**src/rtl/edf_pkg.sv**
```systemverilog
`default_nettype none
package edf_pkg;

    localparam int MAX_TASKS = 8;
    localparam int ID_W      = $clog2(MAX_TASKS);
    localparam int CNT_W     = $clog2(MAX_TASKS) + 1;

    localparam logic [15:0] IDLE_PERIOD = 16'hFFFF;
    localparam logic [15:0] IDLE_BUDGET = 16'hFFFF;
    localparam logic [15:0] USED_MAX    = 16'hFFFF;

    typedef enum logic [1:0] {
        ACT_CREATE  = 2'd0,
        ACT_TICK    = 2'd1,
        ACT_BLOCK   = 2'd2,
        ACT_UNBLOCK = 2'd3
    } action_t;

    typedef enum logic [1:0] {
        ST_READY   = 2'd0,
        ST_RUNNING = 2'd1,
        ST_DONE    = 2'd2,
        ST_BLOCKED = 2'd3
    } task_state_t;

    typedef enum logic [1:0] {
        ERR_NONE    = 2'd0,
        ERR_FULL    = 2'd1,
        ERR_EMPTY   = 2'd2,
        ERR_BAD_ST  = 2'd3
    } err_t;

    // Remainder unit handshake
    typedef struct packed {
        logic        start;
        logic [7:0]  dividend;
        logic [15:0] divisor;
    } rem_ctl_t;

    typedef struct packed {
        logic done;
        logic zero;
    } rem_sts_t;

endpackage
`default_nettype wire

```
**src/rtl/edf_task_scheduler.sv**
```systemverilog
`default_nettype none
// Channel   Direction  Handshake            Payload
// in        input      in_valid/in_ready    action task_id priority_req budget period
// out       output     out_valid/out_ready  switched running_task assigned_id error tick_count
//
// An insertion scans the ready queue one entry per cycle through the shared
// deadline comparator. A tick walks the done tasks through the shared 8-step
// remainder unit, re-inserts each released task, then checks budget and preemption.
// Reset clears the tick count, queues and task states; no clearing pass.
// A result waits in the output register while the next item is taken.
module edf_task_scheduler (
    input  wire logic        clk,
    input  wire logic        rst_n,
    input  wire logic        in_valid,
    output logic             in_ready,
    input  wire logic [1:0]  action,
    input  wire logic [2:0]  task_id,
    input  wire logic [7:0]  priority_req,
    input  wire logic [15:0] budget,
    input  wire logic [15:0] period,
    output logic             out_valid,
    input  wire logic        out_ready,
    output logic             switched,
    output logic [2:0]       running_task,
    output logic [2:0]       assigned_id,
    output logic [1:0]       error,
    output logic [7:0]       tick_count
);
    import edf_pkg::*;

    typedef enum logic [6:0] {
        S_IDLE     = 7'b0000001,
        S_REL_NEXT = 7'b0000010,
        S_REL_WAIT = 7'b0000100,
        S_SCAN     = 7'b0001000,
        S_DECIDE   = 7'b0010000,
        S_PREEMPT  = 7'b0100000,
        S_OUT      = 7'b1000000
    } state_t;

    state_t state_reg, state_next, ret_reg, ret_next;

    logic [7:0]       tick_reg, tick_next;
    logic [ID_W-1:0]  cur_reg, cur_next, prev_reg, prev_next;
    logic [CNT_W-1:0] created_reg, created_next;
    logic [CNT_W-1:0] rc_reg, rc_next, dc_reg, dc_next;
    logic [CNT_W-1:0] pos_reg, pos_next, ri_reg, ri_next, keep_reg, keep_next;
    logic [ID_W-1:0]  ins_reg, ins_next, rel_reg, rel_next;
    logic [1:0]       err_reg, err_next;
    logic [ID_W-1:0]  asg_reg, asg_next;

    task_state_t      status_reg [MAX_TASKS];
    task_state_t      status_next [MAX_TASKS];
    logic [15:0]      used_reg [MAX_TASKS];
    logic [15:0]      used_next [MAX_TASKS];
    logic [ID_W-1:0]  ro_reg [MAX_TASKS];
    logic [ID_W-1:0]  ro_next [MAX_TASKS];
    logic [ID_W-1:0]  do_reg [MAX_TASKS];

    logic [7:0]       prio_mem [MAX_TASKS];
    logic [15:0]      bud_mem [MAX_TASKS];
    logic [15:0]      per_mem [MAX_TASKS];

    logic             tbl_we;
    logic [ID_W-1:0]  tbl_wa;
    logic             do_we;
    logic [ID_W-1:0]  do_wa, do_wd;

    logic             out_valid_reg, out_valid_next;
    logic             sw_reg, sw_next;
    logic [2:0]       run_o_reg, run_o_next, asg_o_reg, asg_o_next;
    logic [1:0]       err_o_reg, err_o_next;
    logic [7:0]       tick_o_reg, tick_o_next;

    logic [ID_W-1:0]  cmp_a, cmp_b;
    logic [15:0]      per_a, per_b;
    logic [7:0]       prio_a, prio_b;
    logic             a_before_b;
    logic [15:0]      used_inc, cur_budget;
    logic [ID_W-1:0]  head;

    rem_ctl_t         rem_ctl;
    rem_sts_t         rem_sts;

    edf_rem_unit u_rem (
        .clk   (clk),
        .rst_n (rst_n),
        .ctl   (rem_ctl),
        .sts   (rem_sts)
    );

    assign head = ro_reg[0];

    // Shared deadline comparator: a stands before b
    always_comb
    begin
        if (state_reg == S_SCAN)
        begin
            cmp_a = ins_reg;
            cmp_b = ro_reg[pos_reg[ID_W-1:0]];
        end
        else
        begin
            cmp_a = cur_reg;
            cmp_b = head;
        end
        per_a  = (cmp_a == '0) ? IDLE_PERIOD : per_mem[cmp_a];
        per_b  = (cmp_b == '0) ? IDLE_PERIOD : per_mem[cmp_b];
        prio_a = (cmp_a == '0) ? 8'd0 : prio_mem[cmp_a];
        prio_b = (cmp_b == '0) ? 8'd0 : prio_mem[cmp_b];
        if (per_a != per_b)
            a_before_b = per_a < per_b;
        else
            a_before_b = prio_a >= prio_b;
    end

    assign cur_budget = (cur_reg == '0) ? IDLE_BUDGET : bud_mem[cur_reg];
    assign used_inc   = (used_reg[cur_reg] == USED_MAX) ? USED_MAX
                                                        : used_reg[cur_reg] + 16'd1;

    // Sequencer
    always_comb
    begin
        state_next   = state_reg;
        ret_next     = ret_reg;
        tick_next    = tick_reg;
        cur_next     = cur_reg;
        prev_next    = prev_reg;
        created_next = created_reg;
        rc_next      = rc_reg;
        dc_next      = dc_reg;
        pos_next     = pos_reg;
        ri_next      = ri_reg;
        keep_next    = keep_reg;
        ins_next     = ins_reg;
        rel_next     = rel_reg;
        err_next     = err_reg;
        asg_next     = asg_reg;
        status_next  = status_reg;
        used_next    = used_reg;
        ro_next      = ro_reg;
        tbl_we       = 1'b0;
        tbl_wa       = created_reg[ID_W-1:0];
        do_we        = 1'b0;
        do_wa        = keep_reg[ID_W-1:0];
        do_wd        = rel_reg;
        rem_ctl.start    = 1'b0;
        rem_ctl.dividend = tick_reg;
        rem_ctl.divisor  = per_mem[do_reg[ri_reg[ID_W-1:0]]];
        out_valid_next = out_valid_reg && !out_ready;
        sw_next        = sw_reg;
        run_o_next     = run_o_reg;
        asg_o_next     = asg_o_reg;
        err_o_next     = err_o_reg;
        tick_o_next    = tick_o_reg;

        case (state_reg)
            S_IDLE:
            begin
                if (in_valid)
                begin
                    prev_next = cur_reg;
                    err_next  = ERR_NONE;
                    asg_next  = '0;
                    pos_next  = '0;
                    ret_next  = S_OUT;
                    state_next = S_OUT;
                    case (action_t'(action))
                        ACT_CREATE:
                        begin
                            if (created_reg >= CNT_W'(MAX_TASKS))
                                err_next = ERR_FULL;
                            else
                            begin
                                tbl_we       = 1'b1;
                                used_next[created_reg[ID_W-1:0]] = 16'd0;
                                ins_next     = created_reg[ID_W-1:0];
                                asg_next     = created_reg[ID_W-1:0];
                                created_next = created_reg + CNT_W'(1);
                                state_next   = S_SCAN;
                            end
                        end
                        ACT_TICK:
                        begin
                            tick_next  = tick_reg + 8'd1;
                            ri_next    = '0;
                            keep_next  = '0;
                            state_next = S_REL_NEXT;
                        end
                        ACT_BLOCK:
                        begin
                            if (cur_reg == '0 || status_reg[cur_reg] != ST_RUNNING)
                                err_next = ERR_BAD_ST;
                            else
                                status_next[cur_reg] = ST_BLOCKED;
                        end
                        ACT_UNBLOCK:
                        begin
                            if ({1'b0, task_id} >= created_reg
                                || status_reg[task_id] != ST_BLOCKED)
                                err_next = ERR_BAD_ST;
                            else if (task_id == cur_reg)
                                status_next[task_id] = ST_RUNNING;
                            else
                            begin
                                ins_next   = task_id;
                                state_next = S_SCAN;
                            end
                        end
                        default:
                        begin
                            err_next = ERR_NONE;
                        end
                    endcase
                end
            end

            // Release done tasks in FIFO order
            S_REL_NEXT:
            begin
                if (ri_reg < dc_reg)
                begin
                    rel_next      = do_reg[ri_reg[ID_W-1:0]];
                    rem_ctl.start = 1'b1;
                    state_next    = S_REL_WAIT;
                end
                else
                begin
                    dc_next    = keep_reg;
                    state_next = S_DECIDE;
                end
            end

            S_REL_WAIT:
            begin
                if (rem_sts.done)
                begin
                    ri_next = ri_reg + CNT_W'(1);
                    if (rem_sts.zero)
                    begin
                        ins_next   = rel_reg;
                        pos_next   = '0;
                        ret_next   = S_REL_NEXT;
                        state_next = S_SCAN;
                    end
                    else
                    begin
                        do_we      = 1'b1;
                        keep_next  = keep_reg + CNT_W'(1);
                        state_next = S_REL_NEXT;
                    end
                end
            end

            // Find the slot one entry per cycle, then insert
            S_SCAN:
            begin
                if (rc_reg >= CNT_W'(MAX_TASKS))
                    state_next = ret_reg;
                else if (pos_reg < rc_reg && !a_before_b)
                    pos_next = pos_reg + CNT_W'(1);
                else
                begin
                    for (int j = 0; j < MAX_TASKS; j++)
                    begin
                        if (CNT_W'(j) == pos_reg)
                            ro_next[j] = ins_reg;
                        else if (CNT_W'(j) > pos_reg && j > 0)
                            ro_next[j] = ro_reg[j-1];
                    end
                    rc_next = rc_reg + CNT_W'(1);
                    status_next[ins_reg] = ST_READY;
                    state_next = ret_reg;
                end
            end

            S_DECIDE:
            begin
                state_next = S_OUT;
                if (status_reg[cur_reg] == ST_BLOCKED)
                begin
                    if (rc_reg == '0)
                        err_next = ERR_EMPTY;
                    else
                    begin
                        cur_next = head;
                        status_next[head] = ST_RUNNING;
                        for (int j = 0; j < MAX_TASKS - 1; j++)
                            ro_next[j] = ro_reg[j+1];
                        rc_next = rc_reg - CNT_W'(1);
                    end
                end
                else if (cur_reg != '0 && used_inc >= cur_budget)
                begin
                    if (rc_reg == '0)
                    begin
                        err_next = ERR_EMPTY;
                        used_next[cur_reg] = used_inc;
                    end
                    else
                    begin
                        used_next[cur_reg] = 16'd0;
                        cur_next = head;
                        status_next[head]    = ST_RUNNING;
                        status_next[cur_reg] = ST_DONE;
                        for (int j = 0; j < MAX_TASKS - 1; j++)
                            ro_next[j] = ro_reg[j+1];
                        rc_next = rc_reg - CNT_W'(1);
                        if (dc_reg < CNT_W'(MAX_TASKS))
                        begin
                            do_we   = 1'b1;
                            do_wa   = dc_reg[ID_W-1:0];
                            do_wd   = cur_reg;
                            dc_next = dc_reg + CNT_W'(1);
                        end
                    end
                end
                else
                begin
                    if (cur_reg != '0)
                        used_next[cur_reg] = used_inc;
                    if (rc_reg != '0)
                        state_next = S_PREEMPT;
                end
            end

            // Strictly more urgent head takes over
            S_PREEMPT:
            begin
                state_next = S_OUT;
                if (!a_before_b)
                begin
                    cur_next = head;
                    status_next[head] = ST_RUNNING;
                    for (int j = 0; j < MAX_TASKS - 1; j++)
                        ro_next[j] = ro_reg[j+1];
                    rc_next    = rc_reg - CNT_W'(1);
                    ins_next   = cur_reg;
                    pos_next   = '0;
                    ret_next   = S_OUT;
                    state_next = S_SCAN;
                end
            end

            S_OUT:
            begin
                if (!out_valid_reg || out_ready)
                begin
                    out_valid_next = 1'b1;
                    sw_next        = (cur_reg != prev_reg);
                    run_o_next     = 3'(cur_reg);
                    asg_o_next     = 3'(asg_reg);
                    err_o_next     = err_reg;
                    tick_o_next    = tick_reg;
                    state_next     = S_IDLE;
                end
            end

            default:
            begin
                state_next = S_IDLE;
            end
        endcase
    end

    always_ff @(posedge clk or negedge rst_n)
    begin
        if (!rst_n)
        begin
            state_reg     <= S_IDLE;
            ret_reg       <= S_OUT;
            tick_reg      <= 8'd0;
            cur_reg       <= '0;
            prev_reg      <= '0;
            created_reg   <= CNT_W'(1);
            rc_reg        <= '0;
            dc_reg        <= '0;
            pos_reg       <= '0;
            ri_reg        <= '0;
            keep_reg      <= '0;
            out_valid_reg <= 1'b0;
            for (int j = 0; j < MAX_TASKS; j++)
            begin
                status_reg[j] <= (j == 0) ? ST_RUNNING : ST_READY;
                used_reg[j]   <= 16'd0;
            end
        end
        else
        begin
            state_reg     <= state_next;
            ret_reg       <= ret_next;
            tick_reg      <= tick_next;
            cur_reg       <= cur_next;
            prev_reg      <= prev_next;
            created_reg   <= created_next;
            rc_reg        <= rc_next;
            dc_reg        <= dc_next;
            pos_reg       <= pos_next;
            ri_reg        <= ri_next;
            keep_reg      <= keep_next;
            out_valid_reg <= out_valid_next;
            status_reg    <= status_next;
            used_reg      <= used_next;
        end
    end

    // Payload and table storage
    always_ff @(posedge clk)
    begin
        ins_reg    <= ins_next;
        rel_reg    <= rel_next;
        err_reg    <= err_next;
        asg_reg    <= asg_next;
        ro_reg     <= ro_next;
        sw_reg     <= sw_next;
        run_o_reg  <= run_o_next;
        asg_o_reg  <= asg_o_next;
        err_o_reg  <= err_o_next;
        tick_o_reg <= tick_o_next;
        if (do_we)
            do_reg[do_wa] <= do_wd;
        if (tbl_we)
        begin
            prio_mem[tbl_wa] <= priority_req;
            bud_mem[tbl_wa]  <= budget;
            per_mem[tbl_wa]  <= period;
        end
    end

    assign in_ready     = (state_reg == S_IDLE);
    assign out_valid    = out_valid_reg;
    assign switched     = sw_reg;
    assign running_task = run_o_reg;
    assign assigned_id  = asg_o_reg;
    assign error        = err_o_reg;
    assign tick_count   = tick_o_reg;

    // Queue occupancy never exceeds the task table
    a_queue_bound: assert property (@(posedge clk) disable iff (!rst_n)
        (state_reg == S_IDLE) |-> ({1'b0, rc_reg} + {1'b0, dc_reg} < {1'b0, created_reg}))
        else $error("ready plus done queues exceed created tasks");

    // Current task is running or blocked between items
    a_cur_state: assert property (@(posedge clk) disable iff (!rst_n)
        (state_reg == S_IDLE) |->
        (status_reg[cur_reg] == ST_RUNNING || status_reg[cur_reg] == ST_BLOCKED))
        else $error("current task in wrong state");

    // Remainder results arrive only while the release walk waits
    a_rem_done: assert property (@(posedge clk) disable iff (!rst_n)
        rem_sts.done |-> (state_reg == S_REL_WAIT))
        else $error("unexpected remainder result");

    // Ticks bump the count by one
    a_tick_step: assert property (@(posedge clk) disable iff (!rst_n)
        (in_valid && in_ready && action == ACT_TICK) |=> (tick_reg == $past(tick_reg) + 8'd1))
        else $error("tick count did not advance");

endmodule
`default_nettype wire

```
**src/rtl/edf_rem_unit.sv**
```systemverilog
`default_nettype none
module edf_rem_unit (
    input  wire logic             clk,
    input  wire logic             rst_n,
    input  wire edf_pkg::rem_ctl_t ctl,
    output edf_pkg::rem_sts_t     sts
);
    import edf_pkg::*;

    logic [15:0] rem_reg, rem_next;
    logic [15:0] div_reg, div_next;
    logic [7:0]  dvd_reg, dvd_next;
    logic [3:0]  cnt_reg, cnt_next;
    logic        busy_reg, busy_next;
    logic        done_reg, done_next;
    logic [16:0] trial;

    // One restoring step per cycle, eight steps for the 8-bit dividend
    always_comb
    begin
        rem_next  = rem_reg;
        div_next  = div_reg;
        dvd_next  = dvd_reg;
        cnt_next  = cnt_reg;
        busy_next = busy_reg;
        done_next = 1'b0;
        trial     = {rem_reg, dvd_reg[7]};
        if (ctl.start)
        begin
            rem_next  = 16'd0;
            div_next  = (ctl.divisor == 16'd0) ? 16'd1 : ctl.divisor;
            dvd_next  = ctl.dividend;
            cnt_next  = 4'd0;
            busy_next = 1'b1;
        end
        else if (busy_reg)
        begin
            if (trial >= {1'b0, div_reg})
                rem_next = 16'(trial - {1'b0, div_reg});
            else
                rem_next = trial[15:0];
            dvd_next = {dvd_reg[6:0], 1'b0};
            cnt_next = cnt_reg + 4'd1;
            if (cnt_reg == 4'd7)
            begin
                busy_next = 1'b0;
                done_next = 1'b1;
            end
        end
    end

    always_ff @(posedge clk or negedge rst_n)
    begin
        if (!rst_n)
        begin
            busy_reg <= 1'b0;
            done_reg <= 1'b0;
            cnt_reg  <= 4'd0;
        end
        else
        begin
            busy_reg <= busy_next;
            done_reg <= done_next;
            cnt_reg  <= cnt_next;
        end
    end

    always_ff @(posedge clk)
    begin
        rem_reg <= rem_next;
        div_reg <= div_next;
        dvd_reg <= dvd_next;
    end

    assign sts.done = done_reg;
    assign sts.zero = (rem_reg == 16'd0);

endmodule
`default_nettype wire
```
**config.mk**
```make
export PLATFORM = sky130hd
export DESIGN_NAME = edf_task_scheduler
export DESIGN_NICKNAME = d
export VERILOG_FILES = /design/src/rtl/edf_pkg.sv /design/src/rtl/edf_task_scheduler.sv /design/src/rtl/edf_rem_unit.sv
export SDC_FILE = /design/constraint.sdc
export NUM_CORES = 2
export LEC_CHECK = 0
export ABC_AREA = 1
export CAP_MARGIN = 20
export CELL_PAD_IN_SITES_DETAIL_PLACEMENT = 1
export CELL_PAD_IN_SITES_GLOBAL_PLACEMENT = 1
export CORE_AREA = 8 8 271 273
export DETAILED_ROUTE_END_ITERATION = 7
export DIE_AREA = 0 0 279 281
export DONT_BUFFER_PORTS = 1
export GPL_TIMING_DRIVEN = 0
export PLACE_DENSITY_LB_ADDON = 0.1
export SLEW_MARGIN = 20
export SYNTH_ARGS = -nofsm -noshare
export SYNTH_HDL_FRONTEND = slang
export SYNTH_HIERARCHICAL = 1
export SYNTH_SLANG_ARGS = --single-unit
export TNS_END_PERCENT = 100
```
**constraint.sdc**
```tcl
create_clock -name clk -period 8.5 [get_ports clk]
set_input_delay 1.7 -clock clk [delete_from_list [all_inputs] [get_ports clk]]
set_output_delay 1.7 -clock clk [all_outputs]
set_load 0.02 [all_outputs]
```
==> results.md <==
- Slew Limit Fails: 0
- Register area share after synthesis: 0.480
- FF+latch count, synth: 618
- Flop-to-flop setup slack: 0.33 ns
- Fin nets: 4871
- Die ar.: 78400 um2
- Hold Path Depth: 0
- Switching pwr: 7.29 mW
- Total GRT Usage: 0.380
- Largest net degree at the start of global routing: 199
- Seq pwr share: 0.276
- CTS buffer count: 72
- FMAX: 0.122 GHz
- CTS root buffer: clkbuf_16
- Cell Rows: 97
- Hold_ws: 0.427 ns
- Mapped cell area: 36300 um2
- Reg-to-reg critical path startpoint: cur_reg[2]$_DFFE_PN0P_
- Final hold violation count: 0
- TritonCTS clock tree: done
- Die span in x: 279 um
- GP Congestion: 1.01
- Power Density: 368 nW/um2
- Die Ht: 281 um
- Status: finished clean
- Via density: 6.36
- Skew final: 0.0260 ns
- Post-DP HPWL: 107000 um
- Number of global-route vias before repair: 37700
- Starting DRT DRC Count: 4387
- Detail Route Antenna Nets: 0
- Number of post-CTS setup repair buffers: 0
- Sw Ratio: 0.490
- DR DRC count: 0
- Crit. End Element: register
- Synth async-reset ratio: 0.320
- Drt pass-1 iters: 6
- Critical path start-end classification: reg2reg
- Worst relative slew slack: 0.163
- Post-synth EDFFs: 404
- Syn_nets: 4769
- Final setup vio count: 0
- Clock Path Buffers: 3
- Clock power share: 0.220
- First-pass GRT wire length: 228000 um
- Grt ovf: 0
- H-tree depth: 3
- Worst-Skew Late Latency: 0.64 ns
- P&R area growth vs syn: 11.3%
- Clock transition at path regs: 0.06 ns
- Via Count: 36500
- Core Footprint: 69300 um2
- Cells after Synth: 4640
- Hold Path End: error[0]$_DFFE_PP_
- Initial antenna violation count: 1
- WP data arrival: 8.47 ns
- Leak: 17.2 nW
- Clk sinks: 618
- Crit-path max FO: 10
- Peak supply drop: 0.000235 V
- Max-Cap Viols: 0
- HP Start: err_reg[0]$_SDFFCE_PP0P_
- Final min period: 8.17 ns
- Pwr Total: 14.9 mW
- Most frequent cells in the layout: nand2_1 (1393), inv_1 (453), o21ai_0 (406)
- Syn avg cell area: 7.82 um2
- Fin crit share: 0.961
- # resized after CTS: 0
- Buffers added on ports: 0
- Worst r2r path cells: 19
- Ports: 68
- Logic pwr share: 0.504
- Routed wire length: 153000 um
- Synth Flop Type: edfxtp_1
- Unrepaired setup endpoints after global routing: no
- Tightest Pin Transition: 1.26 ns
- Layout cells sized above 1: 0.0661
- Initial Util: 0.524
- Hold-fix buffers, CTS: 0
- Min-Delay Path Class: reg2reg
- WP data required: 8.80 ns
- Post-synth cell types: 68
- Synth warn: 6
- Cell Int Power: 7.59 mW
- Setup crit start kind: register
- Capturing point of the worst reg2reg path: ro_reg[4]$_DFFE_PP_
- Fillers: 8526
- Drt wl/cell: 26.6 um
- Most common cell after layout, fill and taps aside: nand2_1
[worst max-delay path, cell delays in order (launching register included)]
cell,delay (ns)
dfrtp_1,0.38
buf_4,0.22
inv_2,0.14
buf_1,0.43
a21oi_2,0.88
clkinv_1,0.55
nand3_1,0.46
clkbuf_1,0.71
o221ai_1,0.37
ha_1,0.44
nand2_1,0.07
nor2_1,0.13
nand2_1,0.10
nor3_1,0.70
nand4_1,0.73
nand3_1,0.48
nand3_1,0.27
inv_1,0.12
nand2_1,0.25
nor2_1,0.37
[power groups by stage]
stage                     Clock (mW)  Combinational [mW]  Sequential (mW)
after floorplan                    0                4.39             4.00
after global placement             0                6.76             4.12
after detailed placement           0                7.03             4.14
after CTS                       3.28                7.14             4.08
after global routing            3.37                7.89             4.14
final                           3.27                7.51             4.10
[synthesized netlist by cell type (17+ instances only)]
cell type | number | share of area
o21ai_0 | 408 | 0.056
a31oi_1 | 17 | 0.0029
inv_2 | 18 | 0.0019
ha_1 | 78 | 0.027
o21ai_1 | 41 | 0.0057
inv_1 | 453 | 0.047
nand2_1 | 1393 | 0.14
o211ai_1 | 101 | 0.021
nor2_1 | 356 | 0.037
edfxtp_1 | 404 | 0.33
o221ai_1 | 21 | 0.0051
nor3_1 | 33 | 0.0045
o22ai_1 | 19 | 0.0033
buf_2 | 67 | 0.0092
o21a_1 | 19 | 0.0039
nand3_1 | 231 | 0.032
nand4_1 | 32 | 0.0055
a21oi_1 | 356 | 0.049
dfrtp_1 | 194 | 0.13
clkbuf_1 | 156 | 0.016
[metal layers]
metal	global-route usage	wire length, um	up-vias
met5	0	0	-
li1	-	-	15700
met3	0.102	16800	654
met4	0.201	8860	0
met1	0.468	58100	17900
met2	0.610	69000	2289
[layout make-up]
cell class / instances / area (um2) / share of cell area
Antenna cell: 1 / 2.50 / 0.0000619
Buffer: 259 / 1180 / 0.0293
Clock buffer: 92 / 1940 / 0.0480
Clock inverter: 39 / 518 / 0.0128
Inverter: 481 / 1810 / 0.0447
Multi-Input combinational cell: 3282 / 16000 / 0.395
Sequential cell: 618 / 17400 / 0.431
Tap cell: 940 / 1180 / 0.0291
Timing Repair Buffer: 28 / 402 / 0.00994
[how the worst max path moves through the flow]
| stage | slack [ns] | endpoint | start | cells after the start |
|---|---|---|---|---|
| 6_report | 0.33 | ro_reg[4]$_DFFE_PP_ | cur_reg[2]$_DFFE_PN0P_ | 19 |
| 4_1_cts | 0.83 | ro_reg[3]$_DFFE_PP_ | cur_reg[2]$_DFFE_PN0P_ | 19 |
| 2_1_floorplan | 2.91 | bud_mem[1][0]$_DFFE_PP_ | action[1] | 6 |
| 5_1_grt | 0.19 | ro_reg[7]$_DFFE_PP_ | cur_reg[2]$_DFFE_PN0P_ | 20 |
| 3_3_place_gp | -0.63 | prio_mem[5][4]$_DFFE_PP_ | action[1] | 6 |
| 3_5_place_dp | 0.86 | ro_reg[4]$_DFFE_PP_ | cur_reg[2]$_DFFE_PN0P_ | 19 |
[cells by family (layout without fill, tap and decap cells)]
| logic type | Yosys count | in the layout | share of synthesized area |
|---|---|---|---|
| simple gates | 2117 | 2117 | 0.239 |
| compound gates | 1051 | 1051 | 0.163 |
| buf+inv | 740 | 899 | 0.0824 |
| flops | 618 | 618 | 0.480 |
| fa+ha+maj | 80 | 80 | 0.0280 |
| xor+xnor | 33 | 33 | 0.00817 |
| mux | 1 | 1 | 0.000276 |
| other cells | 0 | 1 | 0 |
[stage by stage]
| stage | TNS, ns | cells | area, um2 | worst slack (ns) | util |
|---|---|---|---|---|---|
| 4_1_cts | 0 | 5739 | 40400 | 0.833 | 0.583 |
| 5_1_grt | 0 | 5739 | 40400 | 0.188 | 0.583 |
| 3_5_place_dp | 0 | 5608 | 37900 | 0.864 | 0.548 |
| 6_report | 0 | 5740 | 40400 | 0.332 | 0.583 |
| 3_3_place_gp | -50.00 | 5580 | 37500 | -0.633 | 0.541 |
| 2_1_floorplan | 0 | 4640 | 36300 | 2.91 | - |
No activity file was read; power rests on OpenSTA's default activity.
